<file path="src/sv/protobuf_envelope_stream_parser_macros.svh">
// assertion macros shared by the envelope parser modules
`ifndef PROTOBUF_ENVELOPE_STREAM_PARSER_MACROS_SVH
`define PROTOBUF_ENVELOPE_STREAM_PARSER_MACROS_SVH
`ifndef SYNTHESIS
// same-cycle implication, disabled during reset
`define PESP_ASSERT_IMPLY(label, clk, rst_n, ante, cons) \
    label: assert property (@(posedge clk) disable iff (!rst_n) (ante) |-> (cons)) \
        else $error("same-cycle check failed");
// next-cycle implication, disabled during reset
`define PESP_ASSERT_NEXT(label, clk, rst_n, ante, cons) \
    label: assert property (@(posedge clk) disable iff (!rst_n) (ante) |=> (cons)) \
        else $error("next-cycle check failed");
`else
`define PESP_ASSERT_IMPLY(label, clk, rst_n, ante, cons)
`define PESP_ASSERT_NEXT(label, clk, rst_n, ante, cons)
`endif
`endif

</file>
<file path="src/sv/pesp_pkg.sv">
// types, codes and constants of the envelope stream parser
`default_nettype none

package pesp_pkg;

    // message limits and check values
    localparam logic [31:0] MAX_MESSAGE_BYTES = 32'd1048576;
    localparam int          LEN_W             = 21;
    localparam logic [LEN_W-1:0] DIGEST_BYTES = 21'd32;
    localparam logic [3:0]  VARINT_LAST_IDX   = 4'd9;
    localparam int          FIFO_DEPTH        = 4;
    localparam int          FIFO_PTR_W        = 2;
    localparam int          FIFO_CNT_W        = 3;

    // wire types
    localparam logic [2:0] WT_VARINT = 3'd0;
    localparam logic [2:0] WT_LEN    = 3'd2;

    // configuration register indexes
    localparam logic [0:0] CFG_EXP_MAJOR = 1'b0;
    localparam logic [0:0] CFG_EXP_MINOR = 1'b1;

    typedef enum logic [2:0] {
        KIND_VARINT   = 3'd0,
        KIND_DATA     = 3'd1,
        KIND_EMPTY    = 3'd2,
        KIND_ACCEPTED = 3'd3,
        KIND_ERROR    = 3'd4
    } t_kind;

    typedef enum logic [3:0] {
        ERR_NONE          = 4'd0,
        ERR_TRUNC_VARINT  = 4'd1,
        ERR_VARINT_LONG   = 4'd2,
        ERR_TRUNC_LENGTH  = 4'd3,
        ERR_WIRE_TYPE     = 4'd4,
        ERR_UNKNOWN_FIELD = 4'd5,
        ERR_OVERFLOW      = 4'd6,
        ERR_DIGEST_LENGTH = 4'd7,
        ERR_SCHEMA        = 4'd8
    } t_err;

    typedef enum logic [4:0] {
        PH_TAG    = 5'b00001,
        PH_VALUE  = 5'b00010,
        PH_LENGTH = 5'b00100,
        PH_DATA   = 5'b01000,
        PH_DRAIN  = 5'b10000
    } t_phase;

    typedef struct packed {
        logic [7:0] data_byte;
        logic       end_of_message;
    } t_item;

    typedef struct packed {
        logic [2:0]  result_kind;
        logic [2:0]  field_number;
        logic [31:0] field_value;
        logic        field_done;
        logic [3:0]  error_code;
        logic        final_result;
    } t_result;

    // result write strobes from the parser to the queue
    typedef struct packed {
        logic v0;
        logic v1;
    } t_push;

    function automatic t_result mk_result(t_kind kind, logic [2:0] field,
                                          logic [31:0] value, logic done,
                                          t_err code, logic fin);
        t_result r;
        r.result_kind  = kind;
        r.field_number = field;
        r.field_value  = value;
        r.field_done   = done;
        r.error_code   = code;
        r.final_result = fin;
        return r;
    endfunction

    function automatic t_result mk_error(t_err code);
        return mk_result(KIND_ERROR, 3'd0, 32'd0, 1'b0, code, 1'b1);
    endfunction

endpackage

`default_nettype wire

</file>
<file path="src/sv/protobuf_envelope_stream_parser.sv">
// top level of the envelope stream parser: input register, parser, result queue
`default_nettype none

// Takes one message byte per transfer with an end-of-message mark and returns
// field values, data bytes tagged with their field, and one final accepted or
// error result per message. A byte is taken every cycle while the receiver keeps
// up. The parse step runs only when the four-entry result queue has two free
// slots. A byte with two results always closes a message that opened with a tag
// byte without results, so a receiver that takes a result every cycle never lets
// the queue pass that bound. The input stalls only while results back up behind
// a stalled receiver. A byte's first result passes through the input register
// and the result queue before it is offered. A second result of the same byte
// follows once the first has gone.
// expected_major and expected_minor are to be written through the config port
// only while no message is in flight; the block itself does not enforce this.

module protobuf_envelope_stream_parser
    import pesp_pkg::*;
(
    input  wire logic        i_clk,
    input  wire logic        i_rst_n,
    input  wire logic        i_valid,
    output logic             o_stall,
    input  wire t_item       i_item,
    output logic             o_valid,
    input  wire logic        i_stall,
    output t_result          o_result,
    input  wire logic        i_cfg_wr_en,
    input  wire logic [0:0]  i_cfg_index,
    input  wire logic [31:0] i_cfg_wr_data
);

    logic        r_in_valid, n_in_valid;
    t_item       r_in_item;
    logic [31:0] r_exp_major;
    logic [31:0] r_exp_minor;
    logic        fire;
    logic        accept;
    logic        room;
    t_push       push;
    t_result     res0, res1;

    // input register: advance when the queue has room for two results
    assign fire    = r_in_valid && room;
    assign o_stall = r_in_valid && !room;
    assign accept  = i_valid && !o_stall;

    always_comb begin
        n_in_valid = r_in_valid;
        if (accept)
            n_in_valid = 1'b1;
        else if (fire)
            n_in_valid = 1'b0;
    end

    always_ff @(posedge i_clk) begin
        if (!i_rst_n)
            r_in_valid <= 1'b0;
        else
            r_in_valid <= n_in_valid;
    end

    always_ff @(posedge i_clk) begin
        if (accept)
            r_in_item <= i_item;
    end

    // configuration registers
    always_ff @(posedge i_clk) begin
        if (!i_rst_n) begin
            r_exp_major <= 32'd0;
            r_exp_minor <= 32'd1;
        end else if (i_cfg_wr_en) begin
            case (i_cfg_index)
                CFG_EXP_MAJOR: r_exp_major <= i_cfg_wr_data;
                CFG_EXP_MINOR: r_exp_minor <= i_cfg_wr_data;
                default: ;
            endcase
        end
    end

    pesp_parser u_parser (
        .i_clk       (i_clk),
        .i_rst_n     (i_rst_n),
        .i_fire      (fire),
        .i_item      (r_in_item),
        .i_exp_major (r_exp_major),
        .i_exp_minor (r_exp_minor),
        .o_push      (push),
        .o_res0      (res0),
        .o_res1      (res1)
    );

    pesp_result_fifo u_fifo (
        .i_clk    (i_clk),
        .i_rst_n  (i_rst_n),
        .i_push   (push),
        .i_res0   (res0),
        .i_res1   (res1),
        .o_room   (room),
        .o_valid  (o_valid),
        .i_stall  (i_stall),
        .o_result (o_result)
    );

endmodule

`default_nettype wire

</file>
<file path="src/sv/pesp_parser.sv">
// per-byte parse step: varint assembly, field rules and end-of-message checks
`default_nettype none
`include "protobuf_envelope_stream_parser_macros.svh"

module pesp_parser
    import pesp_pkg::*;
(
    input  wire logic        i_clk,
    input  wire logic        i_rst_n,
    input  wire logic        i_fire,
    input  wire t_item       i_item,
    input  wire logic [31:0] i_exp_major,
    input  wire logic [31:0] i_exp_minor,
    output t_push            o_push,
    output t_result          o_res0,
    output t_result          o_res1
);

    t_phase          r_phase, n_phase;
    logic [31:0]     r_acc_lo, n_acc_lo;
    logic            r_acc_hi, n_acc_hi;
    logic [3:0]      r_vcnt, n_vcnt;
    logic [2:0]      r_field, n_field;
    logic [LEN_W-1:0] r_remain, n_remain;
    logic [31:0]     r_seen_major, n_seen_major;
    logic [31:0]     r_seen_minor, n_seen_minor;
    logic [LEN_W-1:0] r_digest_len, n_digest_len;

    logic [7:0]  b;
    logic        eom;
    logic [6:0]  chunk;
    logic [31:0] lo_add;
    logic        hi_add;
    logic [31:0] v_lo;
    logic        v_hi;
    logic [2:0]  fno;
    logic        fno_ok;
    logic        wt_ok;
    logic        too_big;
    logic        v_zero;
    logic        data_done;
    logic        do_clear;
    logic        do_drain;
    t_push       push;
    t_result     res0, res1;

    assign b     = i_item.data_byte;
    assign eom   = i_item.end_of_message;
    assign chunk = b[6:0];

    // place the 7 payload bits at their varint position; bits past 63 fall off
    always_comb begin
        lo_add = 32'd0;
        hi_add = 1'b0;
        case (r_vcnt) inside
            4'd0: lo_add = {25'd0, chunk};
            4'd1: lo_add = {18'd0, chunk, 7'd0};
            4'd2: lo_add = {11'd0, chunk, 14'd0};
            4'd3: lo_add = {4'd0, chunk, 21'd0};
            4'd4: begin
                lo_add = {chunk[3:0], 28'd0};
                hi_add = |chunk[6:4];
            end
            [4'd5:4'd8]: hi_add = |chunk;
            default: hi_add = chunk[0];
        endcase
    end

    // completed varint value and the checks made on it
    assign v_lo      = r_acc_lo | lo_add;
    assign v_hi      = r_acc_hi | hi_add;
    assign fno       = v_lo[5:3];
    assign fno_ok    = !v_hi && (v_lo[31:6] == 26'd0) && (fno != 3'd0);
    assign wt_ok     = (fno <= 3'd2) ? (v_lo[2:0] == WT_VARINT) : (v_lo[2:0] == WT_LEN);
    assign too_big   = v_hi || (v_lo > MAX_MESSAGE_BYTES);
    assign v_zero    = !v_hi && (v_lo == 32'd0);
    assign data_done = r_remain <= 21'd1;

    function automatic t_result finish(logic [LEN_W-1:0] dlen, logic [31:0] maj,
                                       logic [31:0] mnr, logic [31:0] exp_maj,
                                       logic [31:0] exp_mnr);
        if (dlen != DIGEST_BYTES)
            return mk_error(ERR_DIGEST_LENGTH);
        else if (maj != exp_maj || mnr != exp_mnr)
            return mk_error(ERR_SCHEMA);
        else
            return mk_result(KIND_ACCEPTED, 3'd0, 32'd0, 1'b0, ERR_NONE, 1'b1);
    endfunction

    // one parse step for the transfer in the input register
    always_comb begin
        n_phase      = r_phase;
        n_acc_lo     = r_acc_lo;
        n_acc_hi     = r_acc_hi;
        n_vcnt       = r_vcnt;
        n_field      = r_field;
        n_remain     = r_remain;
        n_seen_major = r_seen_major;
        n_seen_minor = r_seen_minor;
        n_digest_len = r_digest_len;
        push         = '0;
        res0         = '0;
        res1         = '0;
        do_clear     = 1'b0;
        do_drain     = 1'b0;
        if (i_fire) begin
            case (r_phase)
                PH_DRAIN: begin
                    do_clear = eom;
                end
                PH_DATA: begin
                    push.v0 = 1'b1;
                    res0 = mk_result(KIND_DATA, r_field, {24'd0, b}, data_done,
                                     ERR_NONE, 1'b0);
                    if (r_remain != '0)
                        n_remain = r_remain - 21'd1;
                    if (data_done) begin
                        n_phase = PH_TAG;
                        if (eom) begin
                            push.v1  = 1'b1;
                            res1     = finish(r_digest_len, r_seen_major, r_seen_minor,
                                              i_exp_major, i_exp_minor);
                            do_clear = 1'b1;
                        end
                    end else if (eom) begin
                        push.v1  = 1'b1;
                        res1     = mk_error(ERR_TRUNC_LENGTH);
                        do_clear = 1'b1;
                    end
                end
                PH_TAG, PH_VALUE, PH_LENGTH: begin
                    if (b[7]) begin
                        // continuation byte
                        if (r_vcnt == VARINT_LAST_IDX) begin
                            push.v0  = 1'b1;
                            res0     = mk_error(ERR_VARINT_LONG);
                            do_clear = eom;
                            do_drain = !eom;
                        end else begin
                            n_acc_lo = v_lo;
                            n_acc_hi = v_hi;
                            n_vcnt   = r_vcnt + 4'd1;
                            if (eom) begin
                                push.v0  = 1'b1;
                                res0     = mk_error(ERR_TRUNC_VARINT);
                                do_clear = 1'b1;
                            end
                        end
                    end else begin
                        // varint complete
                        n_acc_lo = 32'd0;
                        n_acc_hi = 1'b0;
                        n_vcnt   = 4'd0;
                        case (r_phase)
                            PH_TAG: begin
                                if (!fno_ok || !wt_ok || eom) begin
                                    push.v0 = 1'b1;
                                    if (!fno_ok)
                                        res0 = mk_error(ERR_UNKNOWN_FIELD);
                                    else if (!wt_ok)
                                        res0 = mk_error(ERR_WIRE_TYPE);
                                    else
                                        res0 = mk_error(ERR_TRUNC_VARINT);
                                    do_clear = eom;
                                    do_drain = !eom;
                                end else begin
                                    n_field = fno;
                                    n_phase = (fno <= 3'd2) ? PH_VALUE : PH_LENGTH;
                                end
                            end
                            PH_VALUE: begin
                                push.v0 = 1'b1;
                                if (v_hi) begin
                                    res0     = mk_error(ERR_OVERFLOW);
                                    do_clear = eom;
                                    do_drain = !eom;
                                end else begin
                                    if (r_field == 3'd1)
                                        n_seen_major = v_lo;
                                    else
                                        n_seen_minor = v_lo;
                                    res0 = mk_result(KIND_VARINT, r_field, v_lo, 1'b0,
                                                     ERR_NONE, 1'b0);
                                    n_phase = PH_TAG;
                                    if (eom) begin
                                        push.v1  = 1'b1;
                                        res1     = finish(n_digest_len, n_seen_major,
                                                          n_seen_minor, i_exp_major,
                                                          i_exp_minor);
                                        do_clear = 1'b1;
                                    end
                                end
                            end
                            default: begin
                                // length of a length-delimited field
                                if (too_big || (eom && !v_zero)) begin
                                    push.v0  = 1'b1;
                                    res0     = mk_error(ERR_TRUNC_LENGTH);
                                    do_clear = eom;
                                    do_drain = !eom;
                                end else begin
                                    if (r_field == 3'd7)
                                        n_digest_len = v_lo[LEN_W-1:0];
                                    if (v_zero) begin
                                        push.v0 = 1'b1;
                                        res0    = mk_result(KIND_EMPTY, r_field, 32'd0,
                                                            1'b1, ERR_NONE, 1'b0);
                                        n_phase = PH_TAG;
                                        if (eom) begin
                                            push.v1  = 1'b1;
                                            res1     = finish(n_digest_len, n_seen_major,
                                                              n_seen_minor, i_exp_major,
                                                              i_exp_minor);
                                            do_clear = 1'b1;
                                        end
                                    end else begin
                                        n_remain = v_lo[LEN_W-1:0];
                                        n_phase  = PH_DATA;
                                    end
                                end
                            end
                        endcase
                    end
                end
                default: begin
                    do_clear = 1'b1;
                end
            endcase
        end
        // error without end mark: drop bytes until the end mark
        if (do_drain) begin
            n_phase  = PH_DRAIN;
            n_acc_lo = 32'd0;
            n_acc_hi = 1'b0;
            n_vcnt   = 4'd0;
        end
        // end of message: back to the reset state
        if (do_clear) begin
            n_phase      = PH_TAG;
            n_acc_lo     = 32'd0;
            n_acc_hi     = 1'b0;
            n_vcnt       = 4'd0;
            n_field      = 3'd0;
            n_remain     = '0;
            n_seen_major = 32'd0;
            n_seen_minor = 32'd0;
            n_digest_len = '0;
        end
    end

    // parser state
    always_ff @(posedge i_clk) begin
        if (!i_rst_n) begin
            r_phase      <= PH_TAG;
            r_acc_lo     <= 32'd0;
            r_acc_hi     <= 1'b0;
            r_vcnt       <= 4'd0;
            r_field      <= 3'd0;
            r_remain     <= '0;
            r_seen_major <= 32'd0;
            r_seen_minor <= 32'd0;
            r_digest_len <= '0;
        end else begin
            r_phase      <= n_phase;
            r_acc_lo     <= n_acc_lo;
            r_acc_hi     <= n_acc_hi;
            r_vcnt       <= n_vcnt;
            r_field      <= n_field;
            r_remain     <= n_remain;
            r_seen_major <= n_seen_major;
            r_seen_minor <= n_seen_minor;
            r_digest_len <= n_digest_len;
        end
    end

    assign o_push = push;
    assign o_res0 = res0;
    assign o_res1 = res1;

    // a second result only follows a first one that does not close the message
    `PESP_ASSERT_IMPLY(a_second_needs_first, i_clk, i_rst_n, push.v1, push.v0 && !res0.final_result)
    // the end mark always returns the parser to tag parsing
    `PESP_ASSERT_NEXT(a_eom_resets_phase, i_clk, i_rst_n, i_fire && eom, r_phase == PH_TAG)
    // a varint in progress is never left in the data or drain phases
    `PESP_ASSERT_IMPLY(a_no_stale_varint, i_clk, i_rst_n, (r_phase == PH_DATA) || (r_phase == PH_DRAIN), r_vcnt == 4'd0)

endmodule

`default_nettype wire

</file>
<file path="src/sv/pesp_result_fifo.sv">
// four-entry result queue taking up to two results per cycle
`default_nettype none
`include "protobuf_envelope_stream_parser_macros.svh"

module pesp_result_fifo
    import pesp_pkg::*;
(
    input  wire logic    i_clk,
    input  wire logic    i_rst_n,
    input  wire t_push   i_push,
    input  wire t_result i_res0,
    input  wire t_result i_res1,
    output logic         o_room,
    output logic         o_valid,
    input  wire logic    i_stall,
    output t_result      o_result
);

    t_result                r_mem [FIFO_DEPTH];
    logic [FIFO_PTR_W-1:0]  r_wr_ptr, n_wr_ptr;
    logic [FIFO_PTR_W-1:0]  r_rd_ptr, n_rd_ptr;
    logic [FIFO_CNT_W-1:0]  r_count, n_count;
    logic                   pop;

    assign o_valid  = r_count != '0;
    assign pop      = o_valid && !i_stall;
    assign o_room   = r_count <= FIFO_CNT_W'(FIFO_DEPTH - 2);
    assign o_result = r_mem[r_rd_ptr];

    // pointer and fill level
    always_comb begin
        n_wr_ptr = r_wr_ptr + FIFO_PTR_W'(i_push.v0) + FIFO_PTR_W'(i_push.v1);
        n_rd_ptr = r_rd_ptr + FIFO_PTR_W'(pop);
        n_count  = r_count + FIFO_CNT_W'(i_push.v0) + FIFO_CNT_W'(i_push.v1)
                 - FIFO_CNT_W'(pop);
    end

    always_ff @(posedge i_clk) begin
        if (!i_rst_n) begin
            r_wr_ptr <= '0;
            r_rd_ptr <= '0;
            r_count  <= '0;
        end else begin
            r_wr_ptr <= n_wr_ptr;
            r_rd_ptr <= n_rd_ptr;
            r_count  <= n_count;
        end
    end

    // result storage
    always_ff @(posedge i_clk) begin
        if (i_push.v0)
            r_mem[r_wr_ptr] <= i_res0;
        if (i_push.v1)
            r_mem[r_wr_ptr + FIFO_PTR_W'(1)] <= i_res1;
    end

    // the queue never holds more than its depth
    `PESP_ASSERT_IMPLY(a_count_bound, i_clk, i_rst_n, 1'b1, r_count <= FIFO_CNT_W'(FIFO_DEPTH))
    // two writes only arrive when two slots are free
    `PESP_ASSERT_IMPLY(a_push_fits, i_clk, i_rst_n, i_push.v1, o_room)

endmodule

`default_nettype wire
</file>
<file path="config.mk">
export PLATFORM = sky130hd
export DESIGN_NAME = protobuf_envelope_stream_parser
export DESIGN_NICKNAME = d
export VERILOG_FILES = /design/src/sv/pesp_pkg.sv /design/src/sv/protobuf_envelope_stream_parser.sv /design/src/sv/pesp_parser.sv /design/src/sv/pesp_result_fifo.sv
export VERILOG_INCLUDE_DIRS = /design/src /design/src/sv
export SDC_FILE = /design/constraint.sdc
export NUM_CORES = 1
export LEC_CHECK = 0
export ABC_AREA = 0
export BUFFER_PORTS_ARGS = -buffer_cell sky130_fd_sc_hd__buf_4
export CORE_MARGIN = 2
export CORE_UTILIZATION = 50
export DETAILED_ROUTE_END_ITERATION = 6
export GPL_ROUTABILITY_DRIVEN = 1
export PLACE_DENSITY_LB_ADDON = 0.2
export SLEW_MARGIN = 10
export SYNTH_ARGS = -nofsm -noshare
export SYNTH_HDL_FRONTEND = slang
export SYNTH_SLANG_ARGS = --single-unit
</file>
<file path="constraint.sdc">
create_clock -name i_clk -period 12.8 [get_ports i_clk]
set_input_delay 1.92 -clock i_clk [delete_from_list [all_inputs] [get_ports i_clk]]
set_output_delay 1.92 -clock i_clk [all_outputs]
set_load 0.02 [all_outputs]
</file>
==> flow_summary_export.csv, run 1 <==
group,metric,value,unit
grt,grt_pass1_vias,17000,
clock_network,cts_sinks,408,
routing,avgViaCountPerCell,6.34,
placed_design,gp_congestion,1.04,
worst_setup_path,end_kind,"register",
worst_setup_path,crit_path_start_kind,"register",
routing,drtPass1Iterations,6,
floorplan,die_x,204,µm
finish,final_cell_area,22600,µm²
synth,synth_top_area_share,36.6,%
grt,antenna_found_initial,1,
clock_network,clk_latency,0.59,ns
finish,area_growth,12.5,%
synth,async_reset_ff_share,0,%
clock_network,numCtsBuffers,44,
routing,wl,66800,µm
worst_setup_path,critical_path.max_fanout,77,
placed_design,placedCellCount,2799,
finish,post-route-util,56.9,%
worst_setup_path,cpPeakStageDelay,0.59,ns
power_and_ir_drop,p_leak,7.96,nW
synth,yosysTopAreaCell,"dfxtp_1",
clock_network,clock-root-buffer,"clkbuf_16",
synth,synthFlopType,"dfxtp_1",
synth,synth_seq_cells,408,
floorplan,core,39600,µm²
routing,wl_per_cell,23.2,µm
worst_setup_path,crit_type,"reg -> reg",
routing,detail-route-antenna-nets,0,
clock_network,cts_buffer_depth,3,
floorplan,num_io_pins,93,
finish,fin_cells,2881,
timing,min_period,4.92,ns
worst_setup_path,arrival,5.13,ns
routing,drtIter0Drc,2010,
timing,final.period_utilization,38.5,%
synth,synth_cells,2321,
synth,netlist-cell-type-count,89,
clock_network,ctsHoldBuffers,0,
placed_design,port_buffers,92,
synth,synth_area_leaders,"dfxtp_1 37%, edfxtp_1 6.1%, mux4_2 4.9%",
floorplan,rows,73,
hold_path,hp-class,"reg -> reg",
timing,finalSetupTns,0,ns
hold_path,hold_depth,2,
timing,holdWs,0.454,ns
grt,grt_pass1_wl,102000,µm
timing,worst_pin_slew,1.23,ns
grt,grt_max_degree,78,
worst_setup_path,worst-path-stages,13,
floorplan,die_area,41800,µm²
worst_setup_path,r2r_cells,13,
clock_network,ctsResizeCount,0,
synth,synth_edf_count,41,
power_and_ir_drop,power_density,144,nW/µm²
routing,drc,0,
grt,grt_usage,31.6,%
synth,avgSynthCellArea,8.65,µm²
synth,syn-cell-area,20100,µm²
synth,synth.yosys.seq_area_share,42.7,%
job,maxCapViolCount,0,
finish,fin_nets,2379,
timing,setup_viol_count_final,0,
synth,yosysWarningCount,0,
timing,max_freq,203,MHz
floorplan,die_y,204,µm
worst_setup_path,worstPathCellList,"inv_1 -> ha_1 -> nor3b_1 -> buf_4 -> a21oi_1 -> nand4_1 -> nor4_4 -> mux2i_1 -> o311ai_1 -> nand2_1 -> nand2_2 -> buf_4 -> nand2_1",
timing,slew_violations,0,
worst_setup_path,cp_top_family,"simple AND/OR/NAND/NOR gates",
finish,drive_gt1_share,13.9,%
timing,fin_skew,0.0157,ns
run_status,status,"completed",
timing,rsz0062_at_grt,"no",
placed_design,hpwl,46500,µm
worst_setup_path,reg2reg_setup_slack,7.88,ns
grt,gr-total-overflow,0,
clock_network,cts_tree,"yes",
worst_setup_path,critPathSlowestCell,"buf_4",
finish,diodes,0,
clock_network,clkTransAtPathRegs,0.06,ns
worst_setup_path,required,13.01,ns
power_and_ir_drop,power,3.24,mW
floorplan,initial_core_util,50.6,%
clock_network,h-tree-depth,2,
timing,finalHoldViolations,0,
timing,slew_headroom,17.4,%
placed_design,post-place-ws,7.99,ns
power_and_ir_drop,vdd_ir_drop_max,0.0911,mV
worst_setup_path,cp_num_buf_inv,3,
timing,fin_ws,7.88,ns
synth,synthesis.nets,2380,
routing,num_vias,18300,
placed_design,place_area,21100,µm²
clock_network,post-cts-setup-buffer-count,0,
## tightest hold or removal path: stages (launching register included)
cell and delay, ns:
dfxtp_1 0.31, nand2_1 0.05, a21oi_1 0.05
## Yosys cell counts (all sizes together), types with 48 or more instances
library cell / n
nor2: 210
a21oi: 112
inv: 52
buf: 48
a211oi: 115
xor2: 51
o21ai: 195
clkbuf: 135
dfxtp: 367
nor3: 59
nand3: 175
a21boi: 65
nand2: 239
## cell type report
type                            instances  area [µm²]
Fill cell                            3640       17100
Clock inverter                         13         156
Clock buffer                           69        1350
Timing Repair Buffer                  136        1020
Sequential cell                       408        8580
Inverter                               52         195
Tap cell                              525         657
Multi-Input combinational cell       1678       10600
## flip-flops by register name, indices dropped and copies added, names as in the netlist
register               flops
u_fifo.r_count             3
u_fifo.r_mem             176
u_parser.r_acc_hi          1
r_in_valid                 1
u_fifo.r_rd_ptr            2
r_exp_minor               32
u_parser.r_field           3
u_parser.r_vcnt            4
u_parser.r_seen_major     32
u_parser.r_digest_len     21
r_exp_major               32
u_parser.r_acc_lo         32
u_parser.r_seen_minor     32
u_fifo.r_wr_ptr            2
u_parser.r_phase           5
r_in_item                  9
u_parser.r_remain         21
## per-layer routing
layer / global-route usage, % / up-vias / share of wire [%]
met1: 41.2 / 8728 / 41
met5: 0 / - / 0
met3: 5.21 / 198 / 7.8
met4: 14.8 / 0 / 5.1
li1: - / 8428 / -
met2: 51.4 / 905 / 46
## power by group
part | total (mW) | switching, mW | internal (mW)
clock | 1.32 | 0.548 | 0.773
sequential | 1.37 | 0.0480 | 1.33
combinational | 0.547 | 0.364 | 0.183
total | 3.24 | 0.960 | 2.28
## cells in the final DEF, fill, tap and decap left out, types with 8 or more instances in the layout
cell	Yosys	layout
nor4_1	26	24
edfxtp_1	41	41
clkbuf_1	135	10
xnor2_1	32	32
nor2b_1	15	14
clkbuf_8	0	13
o21ai_1	18	18
a22o_1	8	8
mux4_2	44	44
or2_2	17	17
nand4_1	18	18
or4_1	9	9
a31oi_1	34	34
a221oi_1	10	10
inv_1	51	51
nand3_1	175	173
nand2b_1	33	33
xor2_1	51	51
a21boi_0	65	65
a211oi_1	114	114
or3_1	8	8
dfxtp_1	367	365
o21ai_0	176	176
mux2i_1	12	12
a21oi_1	103	103
and3_1	9	9
nor3_1	49	48
clkbuf_16	0	45
nor2_1	210	208
and2_1	13	12
ha_1	9	9
nand2_1	239	235
o22ai_1	26	26
nor3_2	10	11
buf_4	5	136
## cell families after synthesis
family / count (synthesis) / synth area share [%]
mux: 58 / 5.65
xor+xnor: 83 / 3.62
flops: 408 / 42.7
fa+ha+maj: 12 / 0.860
buf+inv: 235 / 4.81
compound gates: 654 / 21.2
simple gates: 871 / 21.1
## path summary, 6_finish.rpt
path / from / endpoint
setup / recovery: u_parser.r_vcnt[0] / u_fifo.r_mem[0][4]
hold reg to reg: u_parser.r_remain[15] / u_parser.r_remain[15]
setup reg to reg: u_parser.r_vcnt[0] / u_fifo.r_mem[0][4]
hold / removal: u_parser.r_remain[15] / u_parser.r_remain[15]
No activity file was read; power rests on OpenSTA's default activity.
==> inputs of run 2 (changes only) <==
- clock period: 12.8 -> 4.34 ns (I/O delays scaled with it)
==> flow_summary_export.csv, run 2 (synthesized netlist as in run 1, its figures left out) <==
group,metric,value,unit
finish,final_cell_area,23400,µm²
placed_design,post-place-ws,-0.246,ns
power_and_ir_drop,seqPwrFrac,41.4,%
clock_network,numCtsBuffers,45,
floorplan,die_y,204,µm
finish,drive_gt1_share,17.2,%
placed_design,placedCellCount,2878,
timing,finalSetupTns,0,ns
worst_setup_path,end_kind,"register",
timing,rsz0062_at_grt,"no",
grt,antenna_found_initial,3,
routing,drtPass1Iterations,6,
power_and_ir_drop,p_int,6.97,mW
run_status,status,"completed",
timing,fin_ws,0.242,ns
clock_network,h-tree-depth,2,
power_and_ir_drop,switching_share,29.3,%
timing,slew_headroom,18.3,%
finish,area_growth,16.8,%
hold_path,hp-class,"in -> reg",
worst_setup_path,arrival,4.56,ns
clock_network,clock-root-buffer,"clkbuf_16",
floorplan,num_io_pins,93,
grt,gr-total-overflow,0,
finish,final_common_cell,"dfxtp_1",
routing,wl,72500,µm
clock_network,clkTransAtPathRegs,0.06,ns
finish,top_register,"u_fifo.r_mem",
grt,grt_max_degree,77,
power_and_ir_drop,comb_power_share,17.4,%
clock_network,ctsHoldBuffers,0,
floorplan,initial_core_util,50.6,%
clock_network,cts_buffer_depth,3,
power_and_ir_drop,vdd_ir_drop_max,0.290,mV
timing,max_freq,244,MHz
finish,n_fill_cell,3541,
finish,fin_cells,2969,
routing,num_vias,18500,
timing,holdWs,0.247,ns
clock_network,cts_sinks,408,
power_and_ir_drop,power,9.86,mW
finish,post-route-util,59.1,%
floorplan,die_area,41800,µm²
timing,min_period,4.10,ns
timing,slew_violations,0,
placed_design,place_area,21800,µm²
timing,fin_skew,0.0145,ns
finish,fin_nets,2463,
timing,finalHoldViolations,0,
placed_design,gp_congestion,1.00,
routing,drc,0,
floorplan,die_x,204,µm
routing,avgViaCountPerCell,6.24,
job,maxCapViolCount,0,
grt,grt_usage,34.6,%
clock_network,cts_tree,"yes",
placed_design,port_buffers,92,
worst_setup_path,required,4.81,ns
placed_design,hpwl,53100,µm
routing,wl_per_cell,24.4,µm
timing,setup_viol_count_final,0,
worst_setup_path,crit_path_start_kind,"register",
clock_network,clk_latency,0.58,ns
finish,seq_area,8580,µm²
grt,grt_pass1_wl,109000,µm
routing,detail-route-antenna-nets,0,
power_and_ir_drop,p_switching,2.89,mW
floorplan,core,39600,µm²
worst_setup_path,crit_type,"reg -> reg",
grt,grt_pass1_vias,17700,
finish,largest_reg_flops,176,
finish,multiInputGateArea,10600,µm²
routing,drtIter0Drc,1635,
worst_setup_path,critical_path.max_fanout,6,
timing,worst_pin_slew,1.22,ns
power_and_ir_drop,power_density,421,nW/µm²
power_and_ir_drop,p_clk_share,41.2,%
floorplan,rows,73,
power_and_ir_drop,p_leak,8.46,nW
timing,final.period_utilization,94.4,%
finish,final_cell_mix,"364 x dfxtp_1, 235 x nand2_1, 209 x buf_4",
[run 2: per-layer routing]
metal,wire length (µm),track usage (%),vias to the layer above
met5,18,0,-
met3,4980,6.01,186
met4,3600,16.9,2
li1,-,-,8589
met1,29000,43.2,8939
met2,34900,58.0,825
[run 2: timing repair]
action                                  CTS  global route
endpoints found under the setup margin   17            17
pin swaps                                 1             5
resized for setup                         2             7
buffers inserted                          1             3
[run 2: cell type report]
| cell class | count | share of cell area, % |
|---|---|---|
| Sequential cell | 408 | 36.6 |
| Clock inverter | 22 | 1.07 |
| Tap cell | 525 | 2.80 |
| Timing Repair Buffer | 219 | 7.55 |
| Multi-Input combinational cell | 1678 | 45.4 |
| Inverter | 52 | 0.833 |
| Antenna cell | 3 | 0.0320 |
| Clock buffer | 62 | 5.69 |
[run 2: power groups by stage]
stage | clock, mW | combinational, mW | sequential (mW)
final | 4.06 | 1.71 | 4.09
after global placement | 0 | 1.67 | 4.16
after global routing | 4.27 | 1.84 | 4.10
after floorplan | 0 | 1.15 | 4.04
after detailed placement | 0 | 1.68 | 4.17
after CTS | 4.10 | 1.69 | 4.08
[run 2: path summary, 6_finish.rpt]
check / start / cells after the start / slack [ns] / endpoint
max reg2reg: u_parser.r_vcnt[0] / 17 / 0.24 / u_fifo.r_count[2]
max: u_parser.r_vcnt[0] / 17 / 0.24 / u_fifo.r_count[2]
min reg2reg: u_fifo.r_mem[2][34] / 2 / 0.45 / u_fifo.r_mem[2][34]
min: i_item[4] / 1 / 0.25 / r_in_item[4]
[run 2: worst max-delay path: stages (launching register included)]
cell	delay, ns
dfxtp_2	0.33
inv_1	0.08
ha_1	0.25
nor4_4	0.09
buf_4	0.19
buf_4	0.15
a311oi_1	0.47
nand2_1	0.19
nor4_4	0.28
a31oi_1	0.16
o21ai_2	0.15
nand2_1	0.12
ha_1	0.34
inv_1	0.05
fa_1	0.43
fa_1	0.41
xnor2_1	0.13
and2_1	0.14
==> inputs of run 3 (changes only) <==
- CORE_ASPECT_RATIO: not set -> 2
- CTS_BUF_LIST: not set -> sky130_fd_sc_hd__clkbuf_4 sky130_fd_sc_hd__clkbuf_8 sky130_fd_sc_hd__clkbuf_16
==> flow_summary_export.csv, run 3 (synthesized netlist as in run 1, its figures left out) <==
group,metric,value,unit
finish,fin_nets,2475,
timing,finalSetupTns,0,ns
run_status,status,"finished with violations",
finish,final_cell_mix,"365 x dfxtp_1, 235 x nand2_1, 226 x buf_4",
routing,wl,80600,µm
routing,drc,2,
power_and_ir_drop,p_int,6.57,mW
routing,drtIter0Drc,1386,
floorplan,die_x,146,µm
worst_setup_path,crit_path_start_kind,"register",
timing,min_period,4.02,ns
worst_setup_path,end_kind,"register",
finish,final_common_cell,"dfxtp_1",
grt,use_met2,68.2,%
clock_network,cts_tree,"yes",
run_status,violations,"design-rule violations",
placed_design,place_area,22000,µm²
timing,max_freq,249,MHz
power_and_ir_drop,switching_share,30.3,%
finish,area_growth,16.1,%
grt,use_met1,36.4,%
clock_network,clk_latency,0.56,ns
worst_setup_path,arrival,4.30,ns
timing,setup_viol_count_final,0,
power_and_ir_drop,p_switching,2.86,mW
clock_network,clock-root-buffer,"clkbuf_16",
grt,grt_pass1_wl,119000,µm
power_and_ir_drop,comb_power_share,19.2,%
grt,met3_usage,5.90,%
job,maxCapViolCount,0,
routing,drtPass1Iterations,7,
finish,final_cell_area,23300,µm²
power_and_ir_drop,seqPwrFrac,43.3,%
clock_network,h-tree-depth,2,
grt,top_usage_layer,"met2",
timing,final.period_utilization,92.6,%
routing,num_vias,18800,
floorplan,initial_core_util,50.7,%
timing,slew_headroom,35.4,%
grt,grt_max_degree,77,
power_and_ir_drop,vdd_ir_drop_max,0.331,mV
finish,drive_gt1_share,17.5,%
floorplan,die_area,41900,µm²
floorplan,rows,103,
power_and_ir_drop,p_leak,8.41,nW
finish,post-route-util,58.9,%
timing,finalHoldViolations,0,
power_and_ir_drop,p_clk_share,37.6,%
clock_network,ctsHoldBuffers,0,
worst_setup_path,critical_path.max_fanout,21,
grt,grt_usage,37.9,%
placed_design,hpwl,60400,µm
finish,n_fill_cell,3594,
grt,grt_pass1_vias,18700,
placed_design,placedCellCount,2901,
floorplan,core,39600,µm²
clock_network,cts_buffer_depth,3,
timing,fin_skew,0.0246,ns
finish,top_register,"u_fifo.r_mem",
floorplan,die_y,287,µm
timing,rsz0062_at_grt,"no",
timing,worst_pin_slew,0.963,ns
clock_network,clkTransAtPathRegs,0.07,ns
power_and_ir_drop,power_density,405,nW/µm²
worst_setup_path,required,4.62,ns
routing,avgViaCountPerCell,6.33,
timing,holdWs,0.273,ns
clock_network,cts_sinks,408,
grt,gr-total-overflow,0,
grt,antenna_found_initial,2,
hold_path,hp-class,"in -> reg",
timing,slew_violations,0,
routing,wl_per_cell,27.1,µm
finish,fin_cells,2971,
finish,largest_reg_flops,176,
routing,detail-route-antenna-nets,0,
placed_design,gp_congestion,1.01,
clock_network,numCtsBuffers,38,
floorplan,num_io_pins,93,
worst_setup_path,crit_type,"reg -> reg",
placed_design,port_buffers,92,
run 3: power groups by stage:
stage | combinational, mW | sequential [mW] | clock [mW]
after global placement | 1.76 | 4.16 | 0
after global routing | 1.93 | 4.09 | 3.71
after floorplan | 1.15 | 4.04 | 0
final | 1.81 | 4.08 | 3.54
after detailed placement | 1.77 | 4.16 | 0
after CTS | 1.78 | 4.08 | 3.58
run 3: metal layers:
| metal | part of all wire [%] | up-vias |
|---|---|---|
| li1 | - | 8605 |
| met1 | 32 | 9027 |
| met2 | 51 | 840 |
| met3 | 5.3 | 323 |
| met4 | 12 | 2 |
| met5 | 0.0099 | - |
run 3: critical path, cell delays in order (launching register included):
cell and delay [ns]:
dfxtp_1 0.32, inv_1 0.12, ha_2 0.32, nor4_2 0.09, buf_12 0.19, and2_1 0.30, a21oi_2 0.39, a211oi_1 0.22
or4_1 0.41, or4_1 0.65, nor3_2 0.19, nand3_1 0.11, a211oi_2 0.21, buf_4 0.16, o21ai_1 0.05
run 3: cell type report:
| cell class | instances | area, µm² | area share (%) |
|---|---|---|---|
| Multi-Input combinational cell | 1678 | 10600 | 45.6 |
| Antenna cell | 1 | 2.50 | 0.0107 |
| Inverter | 52 | 195 | 0.838 |
| Timing Repair Buffer | 238 | 1930 | 8.28 |
| Clock inverter | 18 | 180 | 0.773 |
| Clock buffer | 51 | 1130 | 4.83 |
| Tap cell | 525 | 657 | 2.82 |
| Sequential cell | 408 | 8580 | 36.8 |
run 3: what timing repair did:
item / 4_1_cts / 5_1_grt
resized for setup: 0 / 6
setup endpoints to repair: 0 / 59
buffers inserted: 0 / 0
run 3: final timing paths:
kind / start / endpoint / slack [ns] / cells past startpoint
max: u_parser.r_vcnt[0] / u_fifo.r_mem[0][43] / 0.32 / 14
min: i_item[8] / r_in_item[8] / 0.27 / 1
max reg2reg: u_parser.r_vcnt[0] / u_fifo.r_mem[0][43] / 0.32 / 14
min reg2reg: u_parser.r_remain[11] / u_parser.r_remain[11] / 0.45 / 2
run 3: stage by stage:
stage / power, mW / setup WS, ns
after floorplan: 5.19 / 0.245
after global placement: 5.92 / 0.192
after detailed placement: 5.93 / 0.165
after CTS: 9.44 / 0.0943
after global routing: 9.73 / 0.0522
final: 9.43 / 0.322
